### config.mk
export PLATFORM = sky130hd
export DESIGN_NAME = mppt_duty_tracker_flat
export DESIGN_NICKNAME = d
export VERILOG_FILES = /design/src/hdl/mdt_pkg.sv /design/src/hdl/mdt_if.sv /design/src/hdl/mdt_ic_unit.sv /design/src/hdl/mppt_duty_tracker.sv /design/src/flat_wrapper.sv
export SDC_FILE = /design/constraint.sdc
export NUM_CORES = 2
export LEC_CHECK = 0
export BUFFER_PORTS_ARGS = -buffer_cell sky130_fd_sc_hd__buf_4
export CAP_MARGIN = 20
export CORE_MARGIN = 1.5
export CORE_UTILIZATION = 41
export DETAILED_ROUTE_END_ITERATION = 10
export GPL_ROUTABILITY_DRIVEN = 0
export GPL_TIMING_DRIVEN = 0
export SKIP_LAST_GASP = 1
export SLEW_MARGIN = 25
export SYNTH_ARGS = -nofsm -noshare
export SYNTH_HDL_FRONTEND = slang
export SYNTH_HIERARCHICAL = 1
export SYNTH_SLANG_ARGS = --single-unit
export TNS_END_PERCENT = 100
### constraint.sdc
create_clock -name clk -period 24.2 [get_ports clk]
set_input_delay 4.84 -clock clk [delete_from_list [all_inputs] [get_ports clk]]
set_output_delay 4.84 -clock clk [all_outputs]
set_load 0.01 [all_outputs]
### src/hdl/mdt_pkg.sv
`timescale 1ns / 1ps
`default_nettype none
package mdt_pkg;

	localparam int DUTY_W  = 16;
	localparam int VOLT_W  = 16;
	localparam int CURR_W  = 16;
	localparam int POWER_W = 24;
	localparam int STEP_W  = 15;
	localparam int CFG_IDX_W = 3;

	typedef logic signed [1:0] dir_t;

	localparam dir_t DIR_DOWN = 2'sb11;
	localparam dir_t DIR_ZERO = 2'sb00;
	localparam dir_t DIR_UP   = 2'sb01;

	typedef logic [1:0] mode_t;

	localparam mode_t MODE_TRACK  = 2'd0;
	localparam mode_t MODE_SWEEP  = 2'd1;
	localparam mode_t MODE_SAMPLE = 2'd2;
	localparam mode_t MODE_PRESET = 2'd3;

	localparam logic [CFG_IDX_W-1:0] REG_ALGORITHM = 3'd0;
	localparam logic [CFG_IDX_W-1:0] REG_DUTY_LOW  = 3'd1;
	localparam logic [CFG_IDX_W-1:0] REG_DUTY_HIGH = 3'd2;
	localparam logic [CFG_IDX_W-1:0] REG_DUTY_STEP = 3'd3;
	localparam logic [CFG_IDX_W-1:0] REG_CURR_LIM  = 3'd4;

	// Status returned by the conductance unit.
	typedef struct packed {
		logic done;
		dir_t dir;
	} ic_stat_t;

endpackage
`default_nettype wire

### src/hdl/mdt_if.sv
`timescale 1ns / 1ps
`default_nettype none
interface mdt_in_if;
	logic                valid;
	logic                ready;
	logic [1:0]          mode;
	logic [15:0]         voltage_mv;
	logic signed [15:0]  current_ma;
	logic [23:0]         power_mw;
	logic [15:0]         preset_duty;

	modport source (output valid, mode, voltage_mv, current_ma, power_mw, preset_duty,
		input ready);
	modport sink (input valid, mode, voltage_mv, current_ma, power_mw, preset_duty,
		output ready);
endinterface

interface mdt_out_if;
	logic                valid;
	logic                ready;
	logic [15:0]         duty_next;
	logic signed [1:0]   step_direction;
	logic                current_limited;
	logic                sweep_active;
	logic                sweep_done;

	modport source (output valid, duty_next, step_direction, current_limited, sweep_active,
		sweep_done, input ready);
	modport sink (input valid, duty_next, step_direction, current_limited, sweep_active,
		sweep_done, output ready);
endinterface
`default_nettype wire

### src/hdl/mdt_ic_unit.sv
`timescale 1ns / 1ps
`default_nettype none
module mdt_ic_unit (
	input  wire logic                    clk,
	input  wire logic                    arst_n,
	input  wire logic                    start,
	input  wire logic [15:0]             voltage_mv,
	input  wire logic signed [15:0]      current_ma,
	input  wire logic [15:0]             prev_voltage,
	input  wire logic signed [15:0]      prev_current,
	output mdt_pkg::ic_stat_t            stat
);
	import mdt_pkg::*;

	typedef enum logic [6:0] {
		IC_IDLE = 7'b0000001,
		IC_MUL1 = 7'b0000010,
		IC_MUL2 = 7'b0000100,
		IC_MUL3 = 7'b0001000,
		IC_ABS  = 7'b0010000,
		IC_K1   = 7'b0100000,
		IC_K2   = 7'b1000000
	} ic_state_t;

	ic_state_t state_q;

	logic signed [16:0] du_q;
	logic signed [16:0] di_q;
	logic [15:0]        v_q;
	logic signed [15:0] i_q;

	logic signed [16:0] mul_a;
	logic signed [16:0] mul_b;
	logic signed [33:0] mul_p;
	logic signed [33:0] prod_q;
	logic signed [34:0] acc_q;
	logic [34:0]        sabs_q;
	logic [33:0]        dabs_q;
	logic               sneg_q;
	logic               dneg_q;
	logic [45:0]        t_q;
	logic               done_q;
	dir_t               dir_dec;

	// One signed multiplier serves all three products.
	always_comb begin
		mul_a = di_q;
		mul_b = $signed({1'b0, v_q});
		case (state_q)
			IC_MUL1: begin
				mul_a = di_q;
				mul_b = $signed({1'b0, v_q});
			end
			IC_MUL2: begin
				mul_a = 17'(i_q);
				mul_b = du_q;
			end
			IC_MUL3: begin
				mul_a = du_q;
				mul_b = $signed({1'b0, v_q});
			end
			default: begin
				mul_a = di_q;
				mul_b = $signed({1'b0, v_q});
			end
		endcase
	end

	assign mul_p = mul_a * mul_b;

	// The tolerance test compares 1000*|S| against |D|, where S = dI*V + I*dU.
	always_comb begin
		if (du_q == '0) begin
			if (di_q == '0)
				dir_dec = DIR_ZERO;
			else if (!di_q[16])
				dir_dec = DIR_DOWN;
			else
				dir_dec = DIR_UP;
		end else if (v_q == '0) begin
			if (i_q == '0)
				dir_dec = DIR_ZERO;
			else if (!i_q[15])
				dir_dec = DIR_DOWN;
			else
				dir_dec = DIR_UP;
		end else if (t_q <= {12'b0, dabs_q}) begin
			dir_dec = DIR_ZERO;
		end else if (sneg_q == dneg_q) begin
			dir_dec = DIR_DOWN;
		end else begin
			dir_dec = DIR_UP;
		end
	end

	always_ff @(posedge clk or negedge arst_n) begin
		if (!arst_n) begin
			state_q <= IC_IDLE;
			done_q  <= 1'b0;
		end else begin
			done_q <= (state_q == IC_K2);
			case (state_q)
				IC_IDLE: if (start) state_q <= IC_MUL1;
				IC_MUL1: state_q <= IC_MUL2;
				IC_MUL2: state_q <= IC_MUL3;
				IC_MUL3: state_q <= IC_ABS;
				IC_ABS:  state_q <= IC_K1;
				IC_K1:   state_q <= IC_K2;
				IC_K2:   state_q <= IC_IDLE;
				default: state_q <= IC_IDLE;
			endcase
		end
	end

	always_ff @(posedge clk) begin
		case (state_q)
			IC_IDLE: begin
				if (start) begin
					du_q <= $signed({1'b0, voltage_mv}) - $signed({1'b0, prev_voltage});
					di_q <= 17'(current_ma) - 17'(prev_current);
					v_q  <= voltage_mv;
					i_q  <= current_ma;
				end
			end
			IC_MUL1: prod_q <= mul_p;
			IC_MUL2: begin
				prod_q <= mul_p;
				acc_q  <= 35'(prod_q);
			end
			IC_MUL3: begin
				prod_q <= mul_p;
				acc_q  <= acc_q + 35'(prod_q);
			end
			IC_ABS: begin
				sneg_q <= acc_q[34];
				dneg_q <= prod_q[33];
				sabs_q <= acc_q[34] ? 35'(-acc_q) : 35'(acc_q);
				dabs_q <= prod_q[33] ? 34'(-prod_q) : 34'(prod_q);
			end
			IC_K1: t_q <= {1'b0, sabs_q, 10'b0} - {7'b0, sabs_q, 4'b0};
			IC_K2: begin
				t_q   <= t_q - {8'b0, sabs_q, 3'b0};
			end
			default: begin
			end
		endcase
	end

	// The decision reads t_q after the last subtraction, so it is taken from the
	// cycle in which done is raised.
	assign stat.done = done_q;
	assign stat.dir  = dir_dec;

	property p_done_after_k2;
		@(posedge clk) disable iff (!arst_n) done_q |-> $past(state_q == IC_K2);
	endproperty
	a_done_after_k2: assert property (p_done_after_k2) else $error("ic done out of sequence");

	property p_start_runs;
		@(posedge clk) disable iff (!arst_n) (state_q == IC_IDLE && start) |=> state_q == IC_MUL1;
	endproperty
	a_start_runs: assert property (p_start_runs) else $error("ic unit did not start");

	property p_done_idle;
		@(posedge clk) disable iff (!arst_n) done_q |-> state_q == IC_IDLE;
	endproperty
	a_done_idle: assert property (p_done_idle) else $error("ic unit busy after done");

endmodule
`default_nettype wire

### src/hdl/mppt_duty_tracker.sv
`timescale 1ns / 1ps
`default_nettype none
// MPPT duty-cycle tracker. Each input beat carries one measurement and a mode
// (track, sweep start, sweep sample, preset) and yields exactly one result beat.
// Sweep start, sweep sample and preset items go from acceptance straight to the result
// state; a track item passes the step and clamp states, with incremental conductance
// first waiting on the conductance unit, whose shared 17x17 multiplier and subtract
// chain for the x1000 tolerance run six sequencer steps. A result appears in the
// same cycle that ready returns, and the block waits in place if the previous result
// beat has not yet been taken. Configuration registers are written through cfg_we,
// cfg_index and cfg_data and must only change while no item is in flight.
module mppt_duty_tracker (
	input  wire logic                            clk,
	input  wire logic                            arst_n,
	input  wire logic                            cfg_we,
	input  wire logic [mdt_pkg::CFG_IDX_W-1:0]   cfg_index,
	input  wire logic [15:0]                     cfg_data,
	mdt_in_if.sink                               in_ch,
	mdt_out_if.source                            out_ch
);
	import mdt_pkg::*;

	typedef enum logic [4:0] {
		ST_IDLE  = 5'b00001,
		ST_IC    = 5'b00010,
		ST_STEP  = 5'b00100,
		ST_CLAMP = 5'b01000,
		ST_FIN   = 5'b10000
	} state_t;

	state_t state_q;

	// Configuration.
	logic               alg_q;
	logic [15:0]        low_q;
	logic [15:0]        high_q;
	logic [14:0]        step_q;
	logic signed [15:0] clim_q;

	// Tracker state.
	logic [15:0]        duty_now_q;
	logic [15:0]        prev_duty_q;
	logic [15:0]        prev_v_q;
	logic signed [15:0] prev_i_q;
	logic [23:0]        prev_p_q;
	logic               sweeping_q;
	logic [15:0]        pos_q;
	logic [23:0]        best_p_q;
	logic [15:0]        best_d_q;
	logic [15:0]        best_v_q;
	logic signed [15:0] best_i_q;

	// Latched item and work registers.
	mode_t              mode_q;
	logic [15:0]        v_q;
	logic signed [15:0] i_q;
	logic [23:0]        p_q;
	logic [15:0]        preset_q;
	dir_t               dir_q;
	logic               lim_q;
	logic signed [17:0] nd_q;
	logic [15:0]        clamp_q;

	// Result register.
	logic               out_vld_q;
	logic [15:0]        out_duty_q;
	dir_t               out_dir_q;
	logic               out_lim_q;
	logic               out_act_q;
	logic               out_done_q;

	logic               accept;
	logic               ic_start;
	ic_stat_t           ic_stat;
	dir_t               po_dir;
	logic               lim_now;
	dir_t               dir_eff;
	logic signed [17:0] nd_calc;
	logic               fire;
	logic               gain;
	logic [23:0]        nb_p;
	logic [15:0]        nb_d;
	logic [15:0]        nb_v;
	logic signed [15:0] nb_i;
	logic [16:0]        next_pos;
	logic [15:0]        res_duty;
	dir_t               res_dir;
	logic               res_lim;
	logic               res_act;
	logic               res_done;

	assign in_ch.ready = (state_q == ST_IDLE);
	assign accept      = in_ch.valid && in_ch.ready;
	assign ic_start    = accept && (in_ch.mode == MODE_TRACK) && alg_q;

	mdt_ic_unit u_ic (
		.clk          (clk),
		.arst_n       (arst_n),
		.start        (ic_start),
		.voltage_mv   (in_ch.voltage_mv),
		.current_ma   (in_ch.current_ma),
		.prev_voltage (prev_v_q),
		.prev_current (prev_i_q),
		.stat         (ic_stat)
	);

	// Perturb and observe: keep going the way the duty last moved while power rises.
	always_comb begin
		if (in_ch.power_mw > prev_p_q)
			po_dir = (duty_now_q < prev_duty_q) ? DIR_DOWN : DIR_UP;
		else
			po_dir = (duty_now_q > prev_duty_q) ? DIR_DOWN : DIR_UP;
	end

	assign lim_now = (i_q >= clim_q);
	assign dir_eff = lim_now ? DIR_DOWN : dir_q;

	always_comb begin
		case (dir_eff)
			DIR_DOWN: nd_calc = $signed({2'b00, duty_now_q}) - $signed({3'b000, step_q});
			DIR_UP:   nd_calc = $signed({2'b00, duty_now_q}) + $signed({3'b000, step_q});
			default:  nd_calc = $signed({2'b00, duty_now_q});
		endcase
	end

	// Sweep sample bookkeeping: the candidate best and the next position.
	assign gain     = (p_q > best_p_q);
	assign nb_p     = gain ? p_q : best_p_q;
	assign nb_d     = gain ? pos_q : best_d_q;
	assign nb_v     = gain ? v_q : best_v_q;
	assign nb_i     = gain ? i_q : best_i_q;
	assign next_pos = {1'b0, pos_q} + {2'b00, step_q};

	assign fire = (state_q == ST_FIN) && (!out_vld_q || out_ch.ready);

	// Result fields for the item in hand.
	always_comb begin
		res_duty = duty_now_q;
		res_dir  = DIR_ZERO;
		res_lim  = 1'b0;
		res_act  = 1'b0;
		res_done = 1'b0;
		case (mode_q)
			MODE_TRACK: begin
				res_duty = clamp_q;
				res_dir  = dir_q;
				res_lim  = lim_q;
			end
			MODE_SWEEP: begin
				if (low_q > high_q) begin
					res_duty = '0;
					res_done = 1'b1;
				end else begin
					res_duty = low_q;
					res_act  = 1'b1;
				end
			end
			MODE_SAMPLE: begin
				if (sweeping_q) begin
					if (next_pos > {1'b0, high_q}) begin
						res_duty = nb_d;
						res_done = 1'b1;
					end else begin
						res_duty = next_pos[15:0];
						res_act  = 1'b1;
					end
				end
			end
			MODE_PRESET: res_duty = preset_q;
			default: begin
			end
		endcase
	end

	always_ff @(posedge clk or negedge arst_n) begin
		if (!arst_n) begin
			alg_q  <= 1'b0;
			low_q  <= 16'd0;
			high_q <= 16'd255;
			step_q <= 15'd1;
			clim_q <= 16'sd32767;
		end else if (cfg_we) begin
			case (cfg_index)
				REG_ALGORITHM: alg_q  <= cfg_data[0];
				REG_DUTY_LOW:  low_q  <= cfg_data;
				REG_DUTY_HIGH: high_q <= cfg_data;
				REG_DUTY_STEP: step_q <= cfg_data[14:0];
				REG_CURR_LIM:  clim_q <= $signed(cfg_data);
				default: begin
				end
			endcase
		end
	end

	always_ff @(posedge clk or negedge arst_n) begin
		if (!arst_n) begin
			state_q <= ST_IDLE;
		end else begin
			case (state_q)
				ST_IDLE: begin
					if (accept) begin
						if (in_ch.mode == MODE_TRACK)
							state_q <= alg_q ? ST_IC : ST_STEP;
						else
							state_q <= ST_FIN;
					end
				end
				ST_IC:    if (ic_stat.done) state_q <= ST_STEP;
				ST_STEP:  state_q <= ST_CLAMP;
				ST_CLAMP: state_q <= ST_FIN;
				ST_FIN:   if (fire) state_q <= ST_IDLE;
				default:  state_q <= ST_IDLE;
			endcase
		end
	end

	always_ff @(posedge clk) begin
		if (accept) begin
			mode_q   <= in_ch.mode;
			v_q      <= in_ch.voltage_mv;
			i_q      <= in_ch.current_ma;
			p_q      <= in_ch.power_mw;
			preset_q <= in_ch.preset_duty;
			dir_q    <= po_dir;
		end else if (state_q == ST_IC && ic_stat.done) begin
			dir_q <= ic_stat.dir;
		end else if (state_q == ST_STEP) begin
			dir_q <= dir_eff;
			lim_q <= lim_now;
			nd_q  <= nd_calc;
		end else if (state_q == ST_CLAMP) begin
			if (nd_q < $signed({2'b00, low_q}))
				clamp_q <= low_q;
			else if (nd_q > $signed({2'b00, high_q}))
				clamp_q <= high_q;
			else
				clamp_q <= nd_q[15:0];
		end
	end

	// State commit and result load happen together once the result slot is free.
	always_ff @(posedge clk or negedge arst_n) begin
		if (!arst_n) begin
			duty_now_q  <= 16'd15;
			prev_duty_q <= 16'd15;
			prev_v_q    <= '0;
			prev_i_q    <= '0;
			prev_p_q    <= '0;
			sweeping_q  <= 1'b0;
			pos_q       <= '0;
			best_p_q    <= '0;
			best_d_q    <= '0;
			best_v_q    <= '0;
			best_i_q    <= '0;
			out_vld_q   <= 1'b0;
		end else begin
			if (fire)
				out_vld_q <= 1'b1;
			else if (out_ch.ready)
				out_vld_q <= 1'b0;
			if (fire) begin
				out_duty_q <= res_duty;
				out_dir_q  <= res_dir;
				out_lim_q  <= res_lim;
				out_act_q  <= res_act;
				out_done_q <= res_done;
				case (mode_q)
					MODE_TRACK: begin
						sweeping_q  <= 1'b0;
						prev_v_q    <= v_q;
						prev_i_q    <= i_q;
						prev_p_q    <= p_q;
						prev_duty_q <= duty_now_q;
						duty_now_q  <= clamp_q;
					end
					MODE_SWEEP: begin
						best_p_q <= '0;
						best_d_q <= '0;
						best_v_q <= prev_v_q;
						best_i_q <= prev_i_q;
						if (low_q > high_q) begin
							// Empty range: the sweep ends at once on duty zero.
							sweeping_q  <= 1'b0;
							duty_now_q  <= '0;
							prev_duty_q <= '0;
						end else begin
							sweeping_q <= 1'b1;
							pos_q      <= low_q;
						end
					end
					MODE_SAMPLE: begin
						if (sweeping_q) begin
							best_p_q <= nb_p;
							best_d_q <= nb_d;
							best_v_q <= nb_v;
							best_i_q <= nb_i;
							if (next_pos > {1'b0, high_q}) begin
								sweeping_q  <= 1'b0;
								duty_now_q  <= nb_d;
								prev_duty_q <= nb_d;
								if (nb_p != '0) begin
									prev_p_q <= nb_p;
									prev_v_q <= nb_v;
									prev_i_q <= nb_i;
								end
							end else begin
								pos_q <= next_pos[15:0];
							end
						end
					end
					MODE_PRESET: begin
						sweeping_q  <= 1'b0;
						duty_now_q  <= preset_q;
						prev_duty_q <= preset_q;
					end
					default: begin
					end
				endcase
			end
		end
	end

	assign out_ch.valid           = out_vld_q;
	assign out_ch.duty_next       = out_duty_q;
	assign out_ch.step_direction  = out_dir_q;
	assign out_ch.current_limited = out_lim_q;
	assign out_ch.sweep_active    = out_act_q;
	assign out_ch.sweep_done      = out_done_q;

	property p_limited_down;
		@(posedge clk) disable iff (!arst_n)
			(out_vld_q && out_lim_q) |-> (out_dir_q == DIR_DOWN);
	endproperty
	a_limited_down: assert property (p_limited_down) else $error("limit without down step");

	property p_act_done_excl;
		@(posedge clk) disable iff (!arst_n) out_vld_q |-> !(out_act_q && out_done_q);
	endproperty
	a_act_done_excl: assert property (p_act_done_excl) else $error("sweep active and done");

	property p_hold_when_blocked;
		@(posedge clk) disable iff (!arst_n)
			(state_q == ST_FIN && out_vld_q && !out_ch.ready) |=>
				($stable(duty_now_q) && state_q == ST_FIN);
	endproperty
	a_hold_when_blocked: assert property (p_hold_when_blocked) else $error("result overrun");

	property p_dir_only_track;
		@(posedge clk) disable iff (!arst_n)
			(out_vld_q && (out_act_q || out_done_q)) |-> (out_dir_q == DIR_ZERO);
	endproperty
	a_dir_only_track: assert property (p_dir_only_track) else $error("direction in sweep");

endmodule
`default_nettype wire
### src/flat_wrapper.sv
// flat-port wrapper written by rule: the top's interface ports become plain ports
module mppt_duty_tracker_flat import mdt_pkg::*;
  (clk, arst_n, cfg_we, cfg_index, cfg_data, in_ch_valid, in_ch_mode, in_ch_voltage_mv, in_ch_current_ma, in_ch_power_mw, in_ch_preset_duty, in_ch_ready, out_ch_valid, out_ch_duty_next, out_ch_step_direction, out_ch_current_limited, out_ch_sweep_active, out_ch_sweep_done, out_ch_ready);
  mdt_in_if in_ch_i ();
  mdt_out_if out_ch_i ();
  input  wire logic clk;
  input  wire logic arst_n;
  input  wire logic cfg_we;
  input  wire logic [mdt_pkg::CFG_IDX_W-1:0] cfg_index;
  input  wire logic [15:0] cfg_data;
  input wire logic [$bits(in_ch_i.valid)-1:0] in_ch_valid;
  input wire logic [$bits(in_ch_i.mode)-1:0] in_ch_mode;
  input wire logic [$bits(in_ch_i.voltage_mv)-1:0] in_ch_voltage_mv;
  input wire logic [$bits(in_ch_i.current_ma)-1:0] in_ch_current_ma;
  input wire logic [$bits(in_ch_i.power_mw)-1:0] in_ch_power_mw;
  input wire logic [$bits(in_ch_i.preset_duty)-1:0] in_ch_preset_duty;
  output wire logic [$bits(in_ch_i.ready)-1:0] in_ch_ready;
  output wire logic [$bits(out_ch_i.valid)-1:0] out_ch_valid;
  output wire logic [$bits(out_ch_i.duty_next)-1:0] out_ch_duty_next;
  output wire logic [$bits(out_ch_i.step_direction)-1:0] out_ch_step_direction;
  output wire logic [$bits(out_ch_i.current_limited)-1:0] out_ch_current_limited;
  output wire logic [$bits(out_ch_i.sweep_active)-1:0] out_ch_sweep_active;
  output wire logic [$bits(out_ch_i.sweep_done)-1:0] out_ch_sweep_done;
  input wire logic [$bits(out_ch_i.ready)-1:0] out_ch_ready;
  assign in_ch_i.valid = in_ch_valid;
  assign in_ch_i.mode = in_ch_mode;
  assign in_ch_i.voltage_mv = in_ch_voltage_mv;
  assign in_ch_i.current_ma = in_ch_current_ma;
  assign in_ch_i.power_mw = in_ch_power_mw;
  assign in_ch_i.preset_duty = in_ch_preset_duty;
  assign in_ch_ready = in_ch_i.ready;
  assign out_ch_valid = out_ch_i.valid;
  assign out_ch_duty_next = out_ch_i.duty_next;
  assign out_ch_step_direction = out_ch_i.step_direction;
  assign out_ch_current_limited = out_ch_i.current_limited;
  assign out_ch_sweep_active = out_ch_i.sweep_active;
  assign out_ch_sweep_done = out_ch_i.sweep_done;
  assign out_ch_i.ready = out_ch_ready;
  mppt_duty_tracker u_core (.clk(clk), .arst_n(arst_n), .cfg_we(cfg_we), .cfg_index(cfg_index), .cfg_data(cfg_data), .in_ch(in_ch_i), .out_ch(out_ch_i));
endmodule
==> results.md <==
* Status: finished with violations
* Failing checks: design-rule violations
* Tcrit/Tclk final at 42.1%
* Slew Viols, Final at 0
* Pwr dens at 116 mW/mm^2
* Final ANT Viol Nets at 0
* Routed vias/inst at 5.67
* Most used DFF post-synth: edfxtp_1
* Synth cell types at 100
* Slew HR at 21.7%
* Post-synth top cells: 655 x inv_1, 443 x ha_1, 428 x nand2_1, 381 x edfxtp_1, 377 x nor2_1
* Startpoint Class: register
* Starting Density at 41.3%
* Number of synthesized flops with an enable pin at 381
* Worst Hold Class: register to register
* Most common cell on crit path: fa_1
* Cell taking the most area after synthesis: edfxtp_1
* DIE HEIGHT at 356 um
* Htree depth at 3
* Setup tns final at 0 ns
* Xor and xnor area share after synthesis at 3.89%
* I/O pin cnt at 121
* Fin crit period at 10.18 ns
* Dpl hpwl at 122 mm
* Clock skew at 0.0421 ns
* Number of fill cells at 11500
* Sequential share of power at 26.2%
* 1st-pass router iterations at 9
* Final setup fails at 0
* Deepest clock path buffer count at 3
* Dpl cells at 6940
* Worst Tran Pin Value at 1.17 ns
* Sequential area share after synthesis at 34.9%
* #FFs+latches synth at 636
* Global-route wire length before repair at 236 mm
* WP data required at 24.54 ns
* Post-place setup slack at 14.17 ns
* Post-synthesis mux area share at 4.82%
* Unrepaired setup endpoints after global routing: false
* CP max-delay cell: mux2i_2
* Total GRT Usage at 24.1%
* Fraction of layout cells with a size suffix above 1 at 9.63%
* TritonCTS Buffers at 76
* Arrival time worst endpoint at 10.52 ns
* Routed len/inst at 21.6 um
* Most frequent cell after synthesis: inv_1
* Post_cts resized at 0
* Clock latency at the later pin of the worst-skew pair at 0.66 ns
* Clock Sinks at 636
* Placeable core area at 0.124 mm^2
* Grt total ovfl at 0
* Mapped Area at 0.0512 mm^2
* Net Sw Frac at 43.7%
* Fin cells at 7086
* Pin count of the biggest net entering global routing at 88
* DR iter-0 viols at 3669
* Die Area at 0.127 mm^2
* Crit path capture type: register
* PortBufs at 120
* Main combinational cell family by area after synthesis: adder cells
* Clock share of power at 18.5%
* Vias in the first global route at 39900
* Final worst slack at 14.02 ns
* P_sw at 2900 uW
* Dominant cells by area after synthesis: edfxtp_1 22%, fa_1 12%, ha_1 11%
* CP max FO at 10
* Compound-Gate Fraction of Synth Area at 15.5%
* Total power at 6650 uW
* Lkg Pwr at 0.0250 uW
* Postcts setup bufs at 0
* Total Wirelength at 153 mm
* Comb power frac at 55.3%
* Fin nets at 6225
* Cts hold-fix bufs at 0
* Share of the synthesized area in the top cell type at 22.4%
* Die X at 356 um
* WS Path Type: register to register
* Area growth syn-to-layout at 11.8%
* Root Driver: clkbuf_16
* Cell internal pwr at 3740 uW
* CTS tree: done
* Reported max-cap violation count at 0
* Row cnt at 129
* Highest Clock Rate at 0.0982 GHz
* Yosys Warn Count at 6
* Syn Inst Count at 5157
* Reg clk slew, reported paths at 0.06 ns
* Via count at 40200
* Final hold viol count at 0
* Mapped Nets at 6001
* Simple logic cell fraction of the synthesized area at 11.8%
* Adder-Cell Fraction of Synth Area at 22.7%
* Max VDD drop at 0.000148 V
* DRC at 12
* Post-synth ARST share at 40.1%
* Initial antenna violation count at 9
* CP max stage delay at 0.75 ns
* Syn Area/Cell at 9.92 um^2
* Fin Hold WS at 0.466 ns
layer usage:
metal  vias up  part of all wire [%]  global-route usage, %
met3       278                   7.5                   4.07
met5         -                     0                      0
li1      18700                     -                      -
met2      1536                    45                   37.8
met4         0                   2.8                   7.29
met1     19700                    45                   34.0
registers in the layout (all words and copies together) (netlist names), 17 cells and up:
name / count
u_core/best_p_q: 24
u_core/nd_q: 18
u_core/p_q: 24
u_core/prev_p_q: 24
u_core/u_ic/acc_q: 35
u_core/u_ic/dabs_q: 34
u_core/u_ic/di_q: 17
u_core/u_ic/du_q: 17
u_core/u_ic/prod_q: 34
u_core/u_ic/sabs_q: 35
u_core/u_ic/t_q: 43
layout by cell type (no fill, tap or decap), types with 42 or more instances in the layout:
cell,count
a21o_1,101
a21oi_1,255
a221oi_1,48
a22oi_1,42
buf_4,145
clkbuf_1,153
clkbuf_16,79
dfrtp_1,221
edfxtp_1,381
fa_1,302
ha_1,443
inv_1,653
mux2_2,95
mux2i_1,112
nand2_1,428
nand2b_1,52
nand3_1,67
nand4_1,44
nor2_1,377
nor2b_1,53
nor3_1,45
nor4_1,46
o21ai_0,280
o22ai_1,90
o31ai_1,74
xnor2_1,166
xor2_1,61
cell type report:
type                    instances  area, um^2  area share [%]
flip-flops and latches        636       17900            31.2
well taps                    1637        2050            3.58
clock inverters                39         572            1.00
multi-input cells            3681       30100            52.7
diodes                          5        12.5          0.0219
clock buffers                 102        2130            3.73
plain buffers                 183         779            1.36
inverters                     657        2470            4.32
repair buffers                146        1200            2.10
kinds of logic (layout without fill, tap and decap cells):
logic type	Yosys count	after routing
adder cells (fa/ha/maj)	746	746
buffers and inverters	840	1127
AND/OR/NAND/NOR	1282	1282
multiplexers	226	226
other	0	5
AO/OA/AOI/OAI	1200	1200
flip-flops	636	636
XOR/XNOR	227	227
per-stage QoR:
stage	utilization, %	area, um^2
2_1_floorplan	-	51200
3_3_place_gp	43.7	54100
3_5_place_dp	44.0	54500
4_1_cts	46.2	57200
5_1_grt	46.2	57200
6_report	46.2	57200
critical path, delay by kind of cell (launching register included):
kind,cells,cell delay [ns]
DFF,1,0.36
AOI/OAI and AO/OA,8,2.18
and+or+nand+nor,3,0.84
muxes,1,0.75
xor gates and xnor gates,1,0.34
adders and majority gates,7,3.57
buffers and inverters,8,1.82
worst paths after layout:
| kind | depth (start not counted) | slack, ns | startpoint | endpoint |
|---|---|---|---|---|
| setup / recovery | 28 | 14.02 | u_core/u_ic/state_q[6]$_DFFE_PN0P_ | u_core/u_ic/prod_q[33]$_DFFE_PP_ |
| hold / removal | 0 | 0.47 | u_core/u_ic/acc_q[34]$_DFFE_PN_ | u_core/u_ic/sneg_q$_DFFE_PP_ |
| setup reg to reg | 28 | 14.02 | u_core/u_ic/state_q[6]$_DFFE_PN0P_ | u_core/u_ic/prod_q[33]$_DFFE_PP_ |
| hold reg to reg | 0 | 0.47 | u_core/u_ic/acc_q[34]$_DFFE_PN_ | u_core/u_ic/sneg_q$_DFFE_PP_ |
| max in group asynchronous | 2 | 19.42 | arst_n | u_core/state_q[0]$_DFFE_PN1P_ |
| min in group asynchronous | 1 | 4.02 | arst_n | u_core/best_p_q[0]$_DFFE_PN0P_ |
power groups by stage:
stage | logic (uW) | clock network (uW) | registers (uW)
after floorplan | 2640 | 0 | 1660
after global placement | 3580 | 0 | 1760
after detailed placement | 3650 | 0 | 1760
after CTS | 3670 | 1260 | 1740
after global routing | 4140 | 1300 | 1760
final | 3670 | 1230 | 1740
Power figures use the tool's default switching activity.
